File: src/fpe_pkg.sv
package fpe_pkg;

  localparam int TS_W        = 32;
  localparam int FT_W        = 20;
  localparam int LIM_W       = 21;
  localparam int SUM_W       = 26;
  localparam int AVG_W       = 25;
  localparam int NEXT_W      = 26;
  localparam int AVG_ACC_W   = 31;
  localparam int VAR_ACC_W   = 30;
  localparam int CNT_W       = 5;

  // Number of accepted intervals per average update is 2^LOG2_BATCH.
  localparam int LOG2_BATCH  = 4;

  localparam int LIMIT_SHIFT = 2;
  localparam int CLAMP_SHIFT = 6;
  localparam int VAR_SHIFT   = 12;
  localparam int AVG_SHIFT   = 5;
  localparam int DEV_SHIFT   = 4;

  typedef logic [TS_W-1:0]      stamp_t;
  typedef logic [FT_W-1:0]      ft_t;
  typedef logic [LIM_W-1:0]     lim_t;
  typedef logic [SUM_W-1:0]     sum_t;
  typedef logic [AVG_W-1:0]     avg_t;
  typedef logic [NEXT_W-1:0]    next_t;
  typedef logic [AVG_ACC_W-1:0] avg_acc_t;
  typedef logic [VAR_ACC_W-1:0] var_acc_t;
  typedef logic [CNT_W-1:0]     cnt_t;

  localparam cnt_t BATCH_COUNT = cnt_t'(1 << LOG2_BATCH);
  localparam ft_t  FT_RESET    = ft_t'(16666);

  // Interval stage register contents.
  typedef struct packed {
    logic valid;
    logic ok;
    lim_t interval;
  } fpe_item_t;

  // Reinitialisation request: asserted with the frame time to start from.
  typedef struct packed {
    logic load;
    ft_t  frame_time;
  } fpe_init_t;

  function automatic avg_t initial_average(input ft_t ft);
    return avg_t'(ft) << LOG2_BATCH;
  endfunction

  function automatic next_t clamp_high(input ft_t ft);
    return next_t'(lim_t'(ft) + lim_t'(ft >> CLAMP_SHIFT)) << LOG2_BATCH;
  endfunction

  function automatic next_t clamp_low(input ft_t ft);
    return next_t'(ft - (ft >> CLAMP_SHIFT)) << LOG2_BATCH;
  endfunction

endpackage

File: src/fpe_interval.sv
module fpe_interval (
  input  logic              clk,
  input  logic              rst,
  input  fpe_pkg::fpe_init_t init,
  input  fpe_pkg::ft_t      frame_time,
  input  logic              accept,
  input  logic              drain,
  input  fpe_pkg::stamp_t   timestamp,
  output fpe_pkg::fpe_item_t item
);

  fpe_pkg::stamp_t previous_stamp;
  fpe_pkg::stamp_t delta;
  fpe_pkg::lim_t   limit;
  logic            valid;
  logic            ok;
  fpe_pkg::lim_t   interval;

  // The interval depends only on consecutive stamps, so it is formed a stage
  // ahead of the averaging loop.
  always_comb begin
    delta = timestamp - previous_stamp;
    limit = fpe_pkg::lim_t'(frame_time) + fpe_pkg::lim_t'(frame_time >> fpe_pkg::LIMIT_SHIFT);
  end

  always_ff @(posedge clk) begin
    if (rst) begin
      valid          <= 1'b0;
      previous_stamp <= '0;
    end else begin
      if (accept) begin
        valid          <= 1'b1;
        previous_stamp <= timestamp;
      end else if (drain) begin
        valid <= 1'b0;
      end
      if (init.load) begin
        previous_stamp <= '0;
      end
    end
  end

  always_ff @(posedge clk) begin
    if (accept) begin
      ok       <= delta < fpe_pkg::stamp_t'(limit);
      interval <= fpe_pkg::lim_t'(delta);
    end
  end

  assign item = '{valid: valid, ok: ok, interval: interval};

endmodule

File: src/fpe_average.sv
module fpe_average (
  input  logic               clk,
  input  logic               rst,
  input  fpe_pkg::fpe_init_t init,
  input  fpe_pkg::ft_t       frame_time,
  input  logic               step,
  input  fpe_pkg::lim_t      interval,
  output fpe_pkg::avg_t      average,
  output fpe_pkg::avg_t      variation
);

  fpe_pkg::sum_t     interval_sum;
  fpe_pkg::cnt_t     intervals_left;

  fpe_pkg::sum_t     sum_add;
  fpe_pkg::cnt_t     left_dec;
  fpe_pkg::avg_acc_t avg_x31;
  fpe_pkg::avg_acc_t avg_raw;
  fpe_pkg::next_t    avg_unclamped;
  fpe_pkg::next_t    hi;
  fpe_pkg::next_t    lo;
  fpe_pkg::next_t    avg_clamped;
  fpe_pkg::avg_t     average_next;
  fpe_pkg::avg_t     diff;
  fpe_pkg::var_acc_t var_x15;
  fpe_pkg::var_acc_t var_raw;
  fpe_pkg::avg_t     variation_next;
  fpe_pkg::avg_t     init_average;

  always_comb begin
    sum_add  = interval_sum + fpe_pkg::sum_t'(interval);
    left_dec = intervals_left - fpe_pkg::cnt_t'(1);

    // Rounded 31/32 average: 31*x is formed as 32*x - x.
    avg_x31 = (fpe_pkg::avg_acc_t'(average) << fpe_pkg::AVG_SHIFT)
            - fpe_pkg::avg_acc_t'(average);
    avg_raw = avg_x31 + fpe_pkg::avg_acc_t'(sum_add)
            + fpe_pkg::avg_acc_t'(1 << (fpe_pkg::AVG_SHIFT - 1));
    avg_unclamped = fpe_pkg::next_t'(avg_raw >> fpe_pkg::AVG_SHIFT);

    hi = fpe_pkg::clamp_high(frame_time);
    lo = fpe_pkg::clamp_low(frame_time);
    if (avg_unclamped > hi) begin
      avg_clamped = hi;
    end else if (avg_unclamped < lo) begin
      avg_clamped = lo;
    end else begin
      avg_clamped = avg_unclamped;
    end
    average_next = fpe_pkg::avg_t'(avg_clamped);

    if (average_next >= average) begin
      diff = average_next - average;
    end else begin
      diff = average - average_next;
    end

    // Rounded 15/16 average of the absolute change.
    var_x15 = (fpe_pkg::var_acc_t'(variation) << fpe_pkg::DEV_SHIFT)
            - fpe_pkg::var_acc_t'(variation);
    var_raw = var_x15 + fpe_pkg::var_acc_t'(diff)
            + fpe_pkg::var_acc_t'(1 << (fpe_pkg::DEV_SHIFT - 1));
    variation_next = fpe_pkg::avg_t'(var_raw >> fpe_pkg::DEV_SHIFT);

    init_average = fpe_pkg::initial_average(init.frame_time);
  end

  always_ff @(posedge clk) begin
    if (rst) begin
      interval_sum   <= '0;
      intervals_left <= fpe_pkg::BATCH_COUNT;
      average        <= fpe_pkg::initial_average(fpe_pkg::FT_RESET);
      variation      <= fpe_pkg::initial_average(fpe_pkg::FT_RESET) >> fpe_pkg::VAR_SHIFT;
    end else if (init.load) begin
      interval_sum   <= '0;
      intervals_left <= fpe_pkg::BATCH_COUNT;
      average        <= init_average;
      variation      <= init_average >> fpe_pkg::VAR_SHIFT;
    end else if (step) begin
      if (left_dec == '0) begin
        interval_sum   <= '0;
        intervals_left <= fpe_pkg::BATCH_COUNT;
        average        <= average_next;
        variation      <= variation_next;
      end else begin
        interval_sum   <= sum_add;
        intervals_left <= left_dec;
      end
    end
  end

  a_left_range: assert property (@(posedge clk) disable iff (rst)
    intervals_left != '0 && intervals_left <= fpe_pkg::BATCH_COUNT)
    else $error("interval countdown out of range");

  a_sum_clear: assert property (@(posedge clk) disable iff (rst)
    intervals_left == fpe_pkg::BATCH_COUNT |-> interval_sum == '0)
    else $error("interval sum not cleared at start of batch");

  a_avg_band: assert property (@(posedge clk) disable iff (rst)
    fpe_pkg::next_t'(average) <= hi && fpe_pkg::next_t'(average) >= lo)
    else $error("average outside the clamp band");

  a_hold: assert property (@(posedge clk) disable iff (rst)
    !step && !init.load |=> $stable(average) && $stable(variation))
    else $error("average changed without an item");

endmodule

File: src/frame_period_estimator.sv
// Smoothed frame-period estimate from per-frame microsecond timestamps. Each
// request carries a timestamp; one result comes back for every request, in
// order, holding the average period (scaled by 16) and its smoothed variation
// after that timestamp. One request is taken per clock cycle while results are
// taken as they are offered. A result is offered when its item moves from the
// interval stage into the averaging loop, whose state registers hold the
// result until it is taken. While a result waits, the interval stage can still
// hold one more request; after that the input stalls. The averaging loop forms
// its next state combinationally, so it takes an item whenever the output slot
// is free. Writing frame_time restarts the estimator from its initial state; do
// so only with no requests in flight.
module frame_period_estimator (
  input  logic                   clk,
  input  logic                   rst,
  input  logic                   cfg_wr_en,
  input  logic [fpe_pkg::FT_W-1:0]  cfg_wr_data,
  input  logic                   in_valid,
  output logic                   in_ready,
  input  logic [fpe_pkg::TS_W-1:0]  timestamp,
  output logic                   out_valid,
  input  logic                   out_ready,
  output logic [fpe_pkg::AVG_W-1:0] period_average,
  output logic [fpe_pkg::AVG_W-1:0] period_variation
);

  fpe_pkg::ft_t       frame_time;
  fpe_pkg::fpe_init_t init;
  fpe_pkg::fpe_item_t item;
  logic               out_free;
  logic               advance;
  logic               accept;

  assign init     = '{load: cfg_wr_en, frame_time: cfg_wr_data};
  assign out_free = !out_valid || out_ready;
  assign advance  = item.valid && out_free;
  assign in_ready = !item.valid || out_free;
  assign accept   = in_valid && in_ready;

  always_ff @(posedge clk) begin
    if (rst) begin
      frame_time <= fpe_pkg::FT_RESET;
      out_valid  <= 1'b0;
    end else begin
      if (cfg_wr_en) begin
        frame_time <= cfg_wr_data;
      end
      if (advance) begin
        out_valid <= 1'b1;
      end else if (out_ready) begin
        out_valid <= 1'b0;
      end
    end
  end

  fpe_interval u_interval (
    .clk        (clk),
    .rst        (rst),
    .init       (init),
    .frame_time (frame_time),
    .accept     (accept),
    .drain      (advance),
    .timestamp  (timestamp),
    .item       (item)
  );

  // The state registers double as the result register: they change only when
  // an item moves into the free output slot, or when frame_time is written.
  fpe_average u_average (
    .clk        (clk),
    .rst        (rst),
    .init       (init),
    .frame_time (frame_time),
    .step       (advance && item.ok),
    .interval   (item.interval),
    .average    (period_average),
    .variation  (period_variation)
  );

  a_empty_ready: assert property (@(posedge clk) disable iff (rst)
    !item.valid |-> in_ready)
    else $error("input stalled with an empty interval stage");

  a_advance_out: assert property (@(posedge clk) disable iff (rst)
    advance |=> out_valid)
    else $error("item lost between interval stage and output");

  a_no_overwrite: assert property (@(posedge clk) disable iff (rst)
    out_valid && !out_ready |-> !advance)
    else $error("waiting result overwritten");

endmodule
File: config.mk
export PLATFORM = sky130hd
export DESIGN_NAME = frame_period_estimator
export DESIGN_NICKNAME = d
export VERILOG_FILES = /design/src/fpe_pkg.sv /design/src/fpe_interval.sv /design/src/fpe_average.sv /design/src/frame_period_estimator.sv
export SDC_FILE = /design/constraint.sdc
export NUM_CORES = 1
export LEC_CHECK = 0
export BUFFER_PORTS_ARGS = -buffer_cell sky130_fd_sc_hd__clkbuf_2
export CAP_MARGIN = 20
export CORE_MARGIN = 5
export CORE_UTILIZATION = 30
export DETAILED_ROUTE_END_ITERATION = 8
export PLACE_DENSITY = 0.5
export SYNTH_ARGS = -nofsm -noshare
export SYNTH_HDL_FRONTEND = slang
export SYNTH_SLANG_ARGS = --single-unit
File: constraint.sdc
create_clock -name clk -period 18.8 [get_ports clk]
set_clock_uncertainty 0.2 [all_clocks]
set_input_delay 1.88 -clock clk [delete_from_list [all_inputs] [get_ports clk]]
set_output_delay 1.88 -clock clk [all_outputs]
set_load 0.05 [all_outputs]
==> out/results.env, run 1 <==
SETUP.WORST_PATH.END='u_average.variation[23]$_SDFFE_PP0P_'
SYNTH_ENABLE_FLOP_CELLS=22
COMB_POWER_SHARE_PCT=73.8
SETUP_REPAIR_AFTER_GLOBAL_ROUTING_MISSED_ITS_MARGIN='false'
LARGEST_NET_DEGREE_AT_THE_START_OF_GLOBAL_ROUTING=67
SWITCHING_POWER_uW=1416
FINISH.INSTANCE_AREA_UM2=20200
FP.COREAREA_UM2=60470
DP.CELLS=3137
FLOORPLAN.DIE_AREA_UM2=66130
FINALNETCOUNT=2749
SW_FRAC_OF_TOTAL_PCT=50.77
NUMBER_OF_BUFFERS_INSERTED_DURING_CLOCK_TREE_SYNTHESIS=17
POWER_REPORT.INTERNAL_TOTAL_uW=1373
DOMINANT_COMBINATIONAL_CELL_FAMILY_BY_AREA_AFTER_SYNTHESIS='compound AO/OA/AOI/OAI gates'
P_LEAK_uW=0.008959
CTS.HOLD.BUFFERS_ADDED=0
WORST_EP_ARRIVAL_TIME_NS=16.49
CLK_ROOT_BUFFER_CELL='sky130_fd_sc_hd__clkbuf_16'
MIN_PERIOD_NS=16.30
POST_SYNTH_AND_OR_NAND_NOR_AREA_FRACTION_PCT=17.12
GRT_ANTENNA_BEFORE_REPAIR=3
DETAIL_ROUTE.FIRST_PASS.ITERATIONS=5
DETAILEDROUTE.FIRSTITERATIONVIOLATIONS=1190
CTS_TREE='done'
POWER_FRAC_CLOCK_PCT=12.6
PLACE_AREA_UM2=19650
YS.FLOP_TYPE='sky130_fd_sc_hd__dfxtp_1'
PEAKVDDDROP_uV=85.87
ASYNC_RESET_FF_SHARE_PCT=0
COUNT_OF_INPUT_AND_OUTPUT_BUFFERS=108
GP_CONGESTION=0.9414
CTS.CLK_SLEW.WORST_PATHS_NS=0.07
WORST-ENDPOINT-REQUIRED_NS=18.99
FINAL_HOLD_VIOL_COUNT=0
HTREEDEPTH=4
WL_MM=64.41
TIMING.HOLD.WORST.CLASS='reg -> reg'
SYNTH_SEQ_CELLS=157
SYNTH_ADDER_AREA_SHARE_PCT=23.61
GRTUSAGETOTAL_PCT=19.19
FLOORPLAN.DIE.HEIGHT_UM=257.2
CRIT_PATH_MAX_INCR_DELAY_NS=0.79
TIMING_MAX_TRANSITION_VIOLATIONS_FINAL=0
INITIAL_UTILIZATION_PCT=30.31
POST_CTS_RESIZE_COUNT=0
WORST_SLEW_PIN_SLEW_NS=1.060
CRITICAL-PATH-TOP-CELL-BY-COUNT='sky130_fd_sc_hd__o21ai_0'
SYN-CELL-AREA_UM2=18330
TIMING.CRITICAL_PATH.FANOUT_MAX=17
AREA_OCCUPIED_BY_MULTI_INPUT_GATES_UM2=13900
CRITICAL_PATH.STARTPOINT='u_interval.interval[1]$_DFFE_PP_'
FINAL_CELLS=3170
ROUTE.ANTENNA.REMAINING_NETS=0
CRIT_SLOWEST_CELL='sky130_fd_sc_hd__nor2b_1'
GRT_PASS1_WL_MM=99.00
CTS_SINKS=157
RUN_STATUS='finished clean'
SHARE_OF_SYNTHESIZED_AREA_SPENT_ON_MULTIPLEXERS_PCT=3.100
ENDPOINT_KIND='flip-flop'
CTS_MAX_PATH_BUFFERS=2
RR_WORST_DEPTH=62
SYNTH-XOR-AREA-SHARE_PCT=7.647
SYNTHESIZED_NETLIST_CELL_COUNT=2312
MEAN_AREA_PER_SYNTHESIZED_CELL_UM2=7.927
NUM-FILL-CELLS=6363
WIRE_PER_INST_UM=20.32
DRIVE_GT1_SHARE_PCT=8.166
CRITICAL_PATH.STARTPOINT_TYPE='flip-flop'
YS_SEQ_AREA_SHARE_PCT=18.35
MAXCAPVIOLATIONS=0
GRT.OVERFLOW.TOTAL=0
LAYOUT-AREA-OVERHEAD-VS-SYNTH_PCT=10.24
CRIT-REG2REG-LAUNCH='u_interval.interval[1]$_DFFE_PP_'
REPORT.FINAL.SETUP_VIOL=0
LAYOUT.AREA.SEQ_UM2=3363
VIAS=17020
VIASPERCELL=5.370
CLK_LATENCY_NS=0.49
REGTOREGSETUPSLACK_NS=2.50
R2R_ENDPOINT='u_average.variation[23]$_SDFFE_PP0P_'
POST-ROUTE-DRC-COUNT=0
POST_CTS.REPAIR.SETUP_BUFFERS=0
ROW_COUNT=90
HPWL_MM=52.85
SYNTH-COMPOUND-AREA-SHARE_PCT=24.13
CRITICALPATHCATEGORY='reg -> reg'
YOSYS_WARNING_TOTAL=0
TIMING.SETUP.TNS_NS=0
CHIPWIDTH_UM=257.2
YOSYS.CELL_TYPES.COUNT=89
HOLD_WS_NS=0.2567
POWER-PER-CELL-AREA_nW_PER_UM2=138.0
DIODES=0
SLEW-LIMIT-HEADROOM_PCT=28.80
GRT_PASS1_VIAS=16390
POST-ROUTE-PERIOD-UTIL_PCT=86.71
SHARE_SEQ_OF_TOTAL_POWER_PCT=13.7
IOS=109
MAXCLOCKFREQUENCY_MHz=61.34
MAPPEDNETLISTNETS=2686
[critical path: cells and delay by family, from the launching register on]
kind	cells	cell delay (ns)
compound gates	38	9.45
xor+xnor	2	0.55
fa+ha+maj	7	2.06
buf+inv	1	0.19
flops	1	0.42
mux	1	0.29
simple gates	13	2.99
[placed cells by master (no fill, tap or decap), types with 13 or more instances in the layout]
cell	instances
sky130_fd_sc_hd__a211oi_1	23
sky130_fd_sc_hd__a21o_1	80
sky130_fd_sc_hd__a21oi_1	241
sky130_fd_sc_hd__a22oi_1	19
sky130_fd_sc_hd__a31oi_1	16
sky130_fd_sc_hd__and3_1	16
sky130_fd_sc_hd__buf_4	14
sky130_fd_sc_hd__clkbuf_16	17
sky130_fd_sc_hd__clkbuf_2	108
sky130_fd_sc_hd__dfxtp_1	135
sky130_fd_sc_hd__edfxtp_1	22
sky130_fd_sc_hd__fa_1	48
sky130_fd_sc_hd__ha_1	269
sky130_fd_sc_hd__inv_1	200
sky130_fd_sc_hd__mux2i_1	53
sky130_fd_sc_hd__nand2_1	207
sky130_fd_sc_hd__nand2b_1	31
sky130_fd_sc_hd__nand3_1	55
sky130_fd_sc_hd__nand4_1	23
sky130_fd_sc_hd__nor2_1	164
sky130_fd_sc_hd__nor2b_1	40
sky130_fd_sc_hd__nor3_1	40
sky130_fd_sc_hd__nor4_1	13
sky130_fd_sc_hd__o211ai_1	17
sky130_fd_sc_hd__o21a_1	39
sky130_fd_sc_hd__o21ai_0	124
sky130_fd_sc_hd__o21bai_1	25
sky130_fd_sc_hd__o31ai_1	14
sky130_fd_sc_hd__or3_1	16
sky130_fd_sc_hd__xnor2_1	99
sky130_fd_sc_hd__xor2_1	61
[state kept, by name (all words and copies together) (netlist names)]
register	cells
frame_time	20
out_valid	1
u_average.average	25
u_average.interval_sum	26
u_average.intervals_left	5
u_average.variation	25
u_interval.interval	21
u_interval.ok	1
u_interval.previous_stamp	32
u_interval.valid	1
[power groups by stage]
stage	logic, uW	registers, uW	clock network (uW)
2_1_floorplan	1550	393	0
3_3_place_gp	2030	389	0
3_5_place_dp	2030	389	0
4_1_cts	2050	382	362
5_1_grt	2290	384	372
6_report	2060	382	350
[layout make-up]
class / count / share of cell area, %
Clock buffer: 18 / 2.124
Clock inverter: 14 / 0.5388
Inverter: 202 / 3.753
Multi-Input combinational cell: 1874 / 68.80
Sequential cell: 157 / 16.65
Tap cell: 782 / 4.843
Timing Repair Buffer: 123 / 3.295
[cell usage after synthesis, types with 17 or more instances]
cell                       count  area [um2]
sky130_fd_sc_hd__a21o_1       80       600.6
sky130_fd_sc_hd__dfxtp_1     135        2703
sky130_fd_sc_hd__nand2b_1     31       193.9
sky130_fd_sc_hd__clkbuf_1     56       210.2
sky130_fd_sc_hd__nand3_1      55       275.3
sky130_fd_sc_hd__inv_1       201       754.5
sky130_fd_sc_hd__fa_1         48       960.9
sky130_fd_sc_hd__nor3_1       40       200.2
sky130_fd_sc_hd__o21a_1       39       292.8
sky130_fd_sc_hd__a21oi_1     241        1206
sky130_fd_sc_hd__mux2i_1      53       530.5
sky130_fd_sc_hd__xor2_1       61       534.3
sky130_fd_sc_hd__o21ai_0     124       620.6
sky130_fd_sc_hd__nor2_1      165       619.3
sky130_fd_sc_hd__a22oi_1      19       142.6
sky130_fd_sc_hd__nand4_1      23       143.9
sky130_fd_sc_hd__nor2b_1      40       250.2
sky130_fd_sc_hd__a211oi_1     23       172.7
sky130_fd_sc_hd__edfxtp_1     22       660.6
sky130_fd_sc_hd__ha_1        269        3366
sky130_fd_sc_hd__nand2_1     209       784.5
sky130_fd_sc_hd__o21bai_1     25       187.7
sky130_fd_sc_hd__xnor2_1      99       867.1
sky130_fd_sc_hd__o211ai_1     17       127.6
[logic make-up (layout without fill, tap and decap cells)]
family	Yosys count	count (layout)
compound gates	689	689
fa+ha+maj	317	317
xor+xnor	160	160
simple gates	652	652
flops	157	157
mux	56	56
buf+inv	281	357
[metal layers]
metal,wire (um),GRT usage [%]
met2,28980,31.06
met1,30400,26.35
met5,27,0
met4,1756,5.517
met3,3247,3.294
[worst min-delay path by stage]
stage	startpoint	to	slack [ns]	cells past startpoint
5_1_grt	u_interval.previous_stamp[2]$_SDFFE_PP0P_	u_interval.previous_stamp[2]$_SDFFE_PP0P_	0.28	2
3_5_place_dp	u_interval.previous_stamp[2]$_SDFFE_PP0P_	u_interval.previous_stamp[2]$_SDFFE_PP0P_	0.25	2
3_3_place_gp	u_interval.previous_stamp[22]$_SDFFE_PP0P_	u_interval.previous_stamp[22]$_SDFFE_PP0P_	0.24	2
2_1_floorplan	u_average.interval_sum[0]$_SDFFE_PP0P_	u_average.interval_sum[0]$_SDFFE_PP0P_	0.24	2
6_report	u_interval.previous_stamp[22]$_SDFFE_PP0P_	u_interval.previous_stamp[22]$_SDFFE_PP0P_	0.26	2
4_1_cts	u_interval.previous_stamp[2]$_SDFFE_PP0P_	u_interval.previous_stamp[2]$_SDFFE_PP0P_	0.26	2
[metrics by stage]
step           utilization (%)  power (uW)  worst slack (ns)
2_1_floorplan                -        1947             5.194
3_3_place_gp             32.47        2418             2.853
3_5_place_dp             32.49        2422             2.574
4_1_cts                  33.38        2789             2.503
5_1_grt                  33.41        3046             1.015
6_report                 33.41        2788             2.498
Power figures use the tool's default switching activity.
==> run 2, diff against run 1 <==
BUFFER_PORTS_ARGS = default   (was -buffer_cell sky130_fd_sc_hd__clkbuf_2)
CORE_ASPECT_RATIO = 0.5   (was default)
DONT_BUFFER_PORTS = 1   (was default)
PLACE_DENSITY = 0.49   (was 0.5)
==> out/results.env, run 2 (same netlist as run 1, synthesis figures left out) <==
DETAIL_ROUTE.FIRST_PASS.ITERATIONS=5
WORST-ENDPOINT-REQUIRED_NS=18.96
CRIT_SLOWEST_CELL='sky130_fd_sc_hd__nor2b_1'
HPWL_MM=50.25
FINISH.INSTANCE_AREA_UM2=19820
SW_FRAC_OF_TOTAL_PCT=50.13
LARGEST_REGS='u_interval.previous_stamp x32, u_average.interval_sum x26'
WIRE_PER_INST_UM=19.99
CRITICAL-PATH-TOP-CELL-BY-COUNT='sky130_fd_sc_hd__o21ai_0'
CTS_SINKS=157
SLEW-LIMIT-HEADROOM_PCT=22.57
GRT.OVERFLOW.TOTAL=0
ROUTE.ANTENNA.REMAINING_NETS=0
GRT_PASS1_VIAS=15760
GRT.MET2_USAGE_PCT=31.16
FLOORPLAN.DIE.HEIGHT_UM=184.8
LARGEST_NET_DEGREE_AT_THE_START_OF_GLOBAL_ROUTING=62
CHIPWIDTH_UM=359.5
FINAL_CRITICAL_PATH_SETUP_SLACK_NS=2.151
REPORT.FINAL.SETUP_VIOL=0
FINAL_HOLD_VIOL_COUNT=0
ROW_COUNT=64
SETUP_REPAIR_AFTER_GLOBAL_ROUTING_MISSED_ITS_MARGIN='false'
GRT_USE_MET1_PCT=24.35
P_LEAK_uW=0.008573
IOS=109
CTS.HOLD.BUFFERS_ADDED=0
CTS.CLK_SLEW.WORST_PATHS_NS=0.08
CRITICALPATHCATEGORY='reg -> reg'
GP_CONGESTION=0.9347
GRT_USE_MET3_PCT=3.788
GRT_ANTENNA_BEFORE_REPAIR=0
VIASPERCELL=5.203
VIAS=16190
WORST_EP_ARRIVAL_TIME_NS=16.81
CRITICAL_PATH.STARTPOINT_TYPE='flip-flop'
LAYOUT-AREA-OVERHEAD-VS-SYNTH_PCT=8.125
COMB_POWER_SHARE_PCT=72.6
GR-MAX-USAGE-LAYER='met2'
DIODES=0
TOTAL_POWER_uW=2789
NUMBER_OF_BUFFERS_INSERTED_DURING_CLOCK_TREE_SYNTHESIS=17
POWER-PER-CELL-AREA_nW_PER_UM2=140.7
PLACE_WS_NS=2.409
GRTUSAGETOTAL_PCT=18.35
MAXCLOCKFREQUENCY_MHz=60.06
PLACE_AREA_UM2=19200
CLK_LATENCY_NS=0.47
CRIT_PATH_MAX_INCR_DELAY_NS=0.77
TIMING.SETUP.TNS_NS=0
RUN_STATUS='finished clean'
FP.COREAREA_UM2=60780
TIMING.CRITICAL_PATH.FANOUT_MAX=20
TOP_REGISTER='u_interval.previous_stamp'
MIN_PERIOD_NS=16.65
TIMING_MAX_TRANSITION_VIOLATIONS_FINAL=0
FLOORPLAN.DIE_AREA_UM2=66430
DETAILEDROUTE.FIRSTITERATIONVIOLATIONS=922
INITIAL_UTILIZATION_PCT=30.15
PEAKVDDDROP_uV=104.0
WL_MM=62.18
POWER_REPORT.INTERNAL_TOTAL_uW=1391
COMMONEST_NON_FILL_NON_TAP_CELLS_IN_THE_LAYOUT='sky130_fd_sc_hd__ha_1, sky130_fd_sc_hd__a21oi_1, sky130_fd_sc_hd__nand2_1'
POST_CTS.REPAIR.SETUP_BUFFERS=0
DRIVE_GT1_SHARE_PCT=4.156
HTREEDEPTH=4
CTS_TREE='done'
POST-ROUTE-PERIOD-UTIL_PCT=88.56
NUM-FILL-CELLS=6444
SWITCHING_POWER_uW=1398
REGTOREGSETUPSLACK_NS=2.15
COUNT_OF_INPUT_AND_OUTPUT_BUFFERS=0
POST-ROUTE-DRC-COUNT=0
LARGEST_REGISTER_FFS=32
POST_CTS_RESIZE_COUNT=0
SHARE_SEQ_OF_TOTAL_POWER_PCT=14.2
TIMING.HOLD.WORST.CLASS='reg -> reg'
WORST_SLEW_PIN_SLEW_NS=1.153
MAXCAPVIOLATIONS=0
FINALNETCOUNT=2647
POWER_FRAC_CLOCK_PCT=13.2
FINAL_COMMON_CELL='sky130_fd_sc_hd__ha_1'
ENDPOINT_KIND='flip-flop'
GRT_PASS1_WL_MM=94.72
CTS_MAX_PATH_BUFFERS=2
CLK_ROOT_BUFFER_CELL='sky130_fd_sc_hd__clkbuf_16'
## run 2: changes by cell type in the layout (fill, tap and decap cells not counted), sizes merged
cell and change:
clkinvlp -3, clkbuf -105, inv +1, buf +5, clkinv -1, bufinv +1
## run 2: power by group through the flow
stage / clock network, uW / logic (uW) / registers [uW]
finish: 368 / 2030 / 395
global route: 394 / 2260 / 397
CTS: 382 / 2020 / 395
detailed placement: 0 / 2000 / 403
global placement: 0 / 2000 / 403
floorplan: 0 / 1550 / 393
## run 2: cell type report
| cell class | count | area [um2] | area share (%) |
|---|---|---|---|
| clock buffer | 20 | 467.9 | 2.362 |
| clock inverter | 12 | 121.4 | 0.6125 |
| sequential | 157 | 3363 | 16.97 |
| inverter | 202 | 758.2 | 3.826 |
| multi-input combinational | 1874 | 13900 | 70.17 |
| tap | 825 | 1032 | 5.209 |
| timing repair buffer | 21 | 167.7 | 0.8461 |
## run 2: worst paths after layout
kind / from / to / cells after the start
max: u_interval.interval[1]$_DFFE_PP_ / u_average.variation[23]$_SDFFE_PP0P_ / 63
min reg2reg: u_interval.previous_stamp[8]$_SDFFE_PP0P_ / u_interval.previous_stamp[8]$_SDFFE_PP0P_ / 2
min: u_interval.previous_stamp[8]$_SDFFE_PP0P_ / u_interval.previous_stamp[8]$_SDFFE_PP0P_ / 2
max reg2reg: u_interval.interval[1]$_DFFE_PP_ / u_average.variation[23]$_SDFFE_PP0P_ / 63
## run 2: metrics by stage
| step | hold WS (ns) | util [%] | std cells |
|---|---|---|---|
| after floorplan | 0.2356 | - | 2312 |
| final | 0.2536 | 32.60 | 3111 |
| after global placement | 0.2416 | 31.59 | 3077 |
| after CTS | 0.2570 | 32.56 | 3109 |
| after global routing | 0.2707 | 32.60 | 3111 |
| after detailed placement | 0.2474 | 31.59 | 3077 |
## run 2: layer usage
layer | up-vias | part of all wire, %
li1 | 8124 | -
met1 | 7710 | 48
met2 | 307 | 46
met3 | 46 | 5.0
met4 | 0 | 1.6
met5 | - | 0
## run 2: worst max-delay path, delay by kind of cell, from the launching register on
family	cells	cell delay [ns]
adders and majority gates	7	2.10
xor gates and xnor gates	2	0.54
and+or+nand+nor	13	3.02
DFF	1	0.43
buffers and inverters	2	0.55
muxes	1	0.24
AOI/OAI and AO/OA	38	9.39
==> run 3, diff against run 2 <==
SYNTH_HIERARCHICAL = 1   (was default)
==> out/results.env, run 3 <==
MAXCLOCKFREQUENCY_MHz=62.39
CLK_ROOT_BUFFER_CELL='sky130_fd_sc_hd__clkbuf_16'
TOTAL_POWER_uW=2973
GRT_ANTENNA_BEFORE_REPAIR=2
POWER-PER-CELL-AREA_nW_PER_UM2=146.2
FINAL_HOLD_VIOL_COUNT=0
MEAN_AREA_PER_SYNTHESIZED_CELL_UM2=8.018
INITIAL_UTILIZATION_PCT=30.19
TIMING.CRITICAL_PATH.FANOUT_MAX=26
HTREEDEPTH=4
SYNTH_ENABLE_FLOP_CELLS=22
ROW_COUNT=65
SYNTH.TOP_CELLS.BY_COUNT='sky130_fd_sc_hd__ha_1, sky130_fd_sc_hd__inv_1, sky130_fd_sc_hd__nor2_1, sky130_fd_sc_hd__a21oi_1, sky130_fd_sc_hd__nand2_1'
COMMONEST_NON_FILL_NON_TAP_CELLS_IN_THE_LAYOUT='sky130_fd_sc_hd__inv_1, sky130_fd_sc_hd__ha_1, sky130_fd_sc_hd__a21oi_1'
DETAILEDROUTE.FIRSTITERATIONVIOLATIONS=923
YS.FLOP_TYPE='sky130_fd_sc_hd__dfxtp_1'
GRT_USE_MET1_PCT=24.71
ASYNC_RESET_FF_SHARE_PCT=0
COUNT_OF_INPUT_AND_OUTPUT_BUFFERS=0
POST-ROUTE-DRC-COUNT=0
SETUP.WORST_PATH.END='u_average/variation[24]$_SDFFE_PP0P_'
LAYOUT-AREA-OVERHEAD-VS-SYNTH_PCT=7.321
SYNTHESIZED_NETLIST_CELL_COUNT=2364
LAYOUT.AREA.SEQ_UM2=3363
DIODES=0
CRIT-REG2REG-LAUNCH='u_interval/interval[1]$_DFFE_PP_'
CRITICALPATHCATEGORY='reg -> reg'
FINALNETCOUNT=2696
GRTUSAGETOTAL_PCT=17.90
VIAS=16560
CRITICAL-PATH-TOP-CELL-BY-COUNT='sky130_fd_sc_hd__a21oi_1'
LARGEST_NET_DEGREE_AT_THE_START_OF_GLOBAL_ROUTING=56
IOS=109
PEAKVDDDROP_uV=109.0
HPWL_MM=50.43
WORST_SLEW_PIN_SLEW_NS=0.9287
POST-ROUTE-PERIOD-UTIL_PCT=85.26
SLEW-LIMIT-HEADROOM_PCT=37.27
GP_CONGESTION=0.9119
TIMING.HOLD.WORST.CLASS='reg -> reg'
CLK_LATENCY_NS=0.48
REGTOREGSETUPSLACK_NS=2.77
NUM-FILL-CELLS=6698
WIRE_PER_INST_UM=19.48
LARGEST_REGS='u_interval/previous_stamp x32, u_average/interval_sum x26'
CRITICAL_PATH.STARTPOINT='u_interval/interval[1]$_DFFE_PP_'
FLOORPLAN.DIE.HEIGHT_UM=187.7
DRIVE_GT1_SHARE_PCT=4.841
DP.CELLS=3139
FLOORPLAN.DIE_AREA_UM2=68610
VIASPERCELL=5.222
SYNTH_LARGEST_AREA_CELL='sky130_fd_sc_hd__ha_1'
WL_MM=61.78
GRT.MET2_USAGE_PCT=28.88
YOSYS.CELL_TYPES.COUNT=96
GR-MAX-USAGE-LAYER='met2'
FINAL_CELLS=3171
TOP_REGISTER='u_interval/previous_stamp'
SYNTH.TOP_CELL.AREA_SHARE_PCT=17.82
ENDPOINT_KIND='flip-flop'
GRT_PASS1_VIAS=16000
LEADING_POST_SYNTHESIS_CELLS_BY_CELL_AREA='sky130_fd_sc_hd__ha_1, sky130_fd_sc_hd__dfxtp_1, sky130_fd_sc_hd__inv_1'
LARGEST_REGISTER_FFS=32
P_LEAK_uW=0.009001
DETAIL_ROUTE.FIRST_PASS.ITERATIONS=5
GRT_USE_MET3_PCT=3.456
SYNTH_SEQ_CELLS=157
CRITICAL_PATH.STARTPOINT_TYPE='flip-flop'
MIN_PERIOD_NS=16.03
GRT.OVERFLOW.TOTAL=0
NUMBER_OF_BUFFERS_INSERTED_DURING_CLOCK_TREE_SYNTHESIS=17
SETUP_REPAIR_AFTER_GLOBAL_ROUTING_MISSED_ITS_MARGIN='false'
TIMING.SETUP.TNS_NS=0
CTS.CLK_SLEW.WORST_PATHS_NS=0.07
SYN-CELL-AREA_UM2=18950
POST_CTS_RESIZE_COUNT=0
RUN_STATUS='finished clean'
MAXCAPVIOLATIONS=0
CTS_SINKS=157
YS_SEQ_AREA_SHARE_PCT=17.74
CHIPWIDTH_UM=365.5
WORST-ENDPOINT-REQUIRED_NS=18.96
CTS_MAX_PATH_BUFFERS=2
CRIT_SLOWEST_CELL='sky130_fd_sc_hd__o41ai_1'
TIMING_MAX_TRANSITION_VIOLATIONS_FINAL=0
ROUTE.ANTENNA.REMAINING_NETS=0
AREA_OCCUPIED_BY_MULTI_INPUT_GATES_UM2=14210
MAPPEDNETLISTNETS=2739
REPORT.FINAL.SETUP_VIOL=0
CRIT_PATH_MAX_INCR_DELAY_NS=0.84
CTS_TREE='done'
POST_CTS.REPAIR.SETUP_BUFFERS=0
CTS.HOLD.BUFFERS_ADDED=0
GRT_PASS1_WL_MM=95.37
FINALCOREUTILIZATION_PCT=32.40
WORST_EP_ARRIVAL_TIME_NS=16.19
FP.COREAREA_UM2=62790
YOSYS_WARNING_TOTAL=6
RR_WORST_DEPTH=67
R2R_ENDPOINT='u_average/variation[24]$_SDFFE_PP0P_'
[run 3: worst min-delay path by stage]
stage / to / cells past startpoint / start / slack [ns]
finish: u_average/interval_sum[3]$_SDFFE_PP0P_ / 2 / u_average/interval_sum[3]$_SDFFE_PP0P_ / 0.27
global route: u_average/interval_sum[5]$_SDFFE_PP0P_ / 2 / u_average/interval_sum[5]$_SDFFE_PP0P_ / 0.30
CTS: u_average/interval_sum[3]$_SDFFE_PP0P_ / 2 / u_average/interval_sum[3]$_SDFFE_PP0P_ / 0.27
detailed placement: u_average/interval_sum[3]$_SDFFE_PP0P_ / 2 / u_average/interval_sum[3]$_SDFFE_PP0P_ / 0.26
global placement: u_average/interval_sum[5]$_SDFFE_PP0P_ / 2 / u_average/interval_sum[5]$_SDFFE_PP0P_ / 0.25
floorplan: u_average/interval_sum[5]$_SDFFE_PP0P_ / 2 / u_average/interval_sum[5]$_SDFFE_PP0P_ / 0.24
[run 3: final cells by class]
class / count / share of cell area [%]
Timing Repair Buffer: 14 / 0.5167
Multi-Input combinational cell: 1860 / 69.85
Sequential cell: 157 / 16.53
Tap cell: 837 / 5.148
Inverter: 271 / 5.001
Clock inverter: 13 / 0.6089
Clock buffer: 19 / 2.337
[run 3: where the power goes]
group	total (uW)	leakage, uW	internal, uW	switching, uW
logic	2210	0.00739	937	1270
clock network	368	0.000296	190	178
registers	400	0.00132	358	41.3
[run 3: worst max-delay path, delay by kind of cell, from the launching register on]
| family | cells | cell delay (ns) |
|---|---|---|
| AO/OA/AOI/OAI | 35 | 7.71 |
| AND/OR/NAND/NOR | 16 | 3.03 |
| adder cells (fa/ha/maj) | 7 | 2.35 |
| buffers and inverters | 4 | 0.90 |
| multiplexers | 2 | 0.66 |
| XOR/XNOR | 3 | 0.59 |
| flip-flops | 1 | 0.42 |
[run 3: stage by stage]
step	cell area, um2	hold WS (ns)	setup WS (ns)
floorplan	18950	0.2446	5.473
global placement	19740	0.2533	3.117
detailed placement	19740	0.2626	2.963
CTS	20340	0.2740	2.937
global route	20340	0.2955	1.429
finish	20340	0.2699	2.771
[run 3: cell families after synthesis]
kind of cell,synth area share [%]
mux,5.327
fa+ha+maj,23.00
simple gates,15.78
buf+inv,7.387
xor+xnor,7.109
compound gates,23.65
flops,17.74
[run 3: metal layers]
layer / up-vias / part of all wire (%)
met1: 7888 / 49
li1: 8290 / -
met3: 61 / 4.5
met2: 319 / 45
met4: 2 / 1.9
met5: - / 0.021
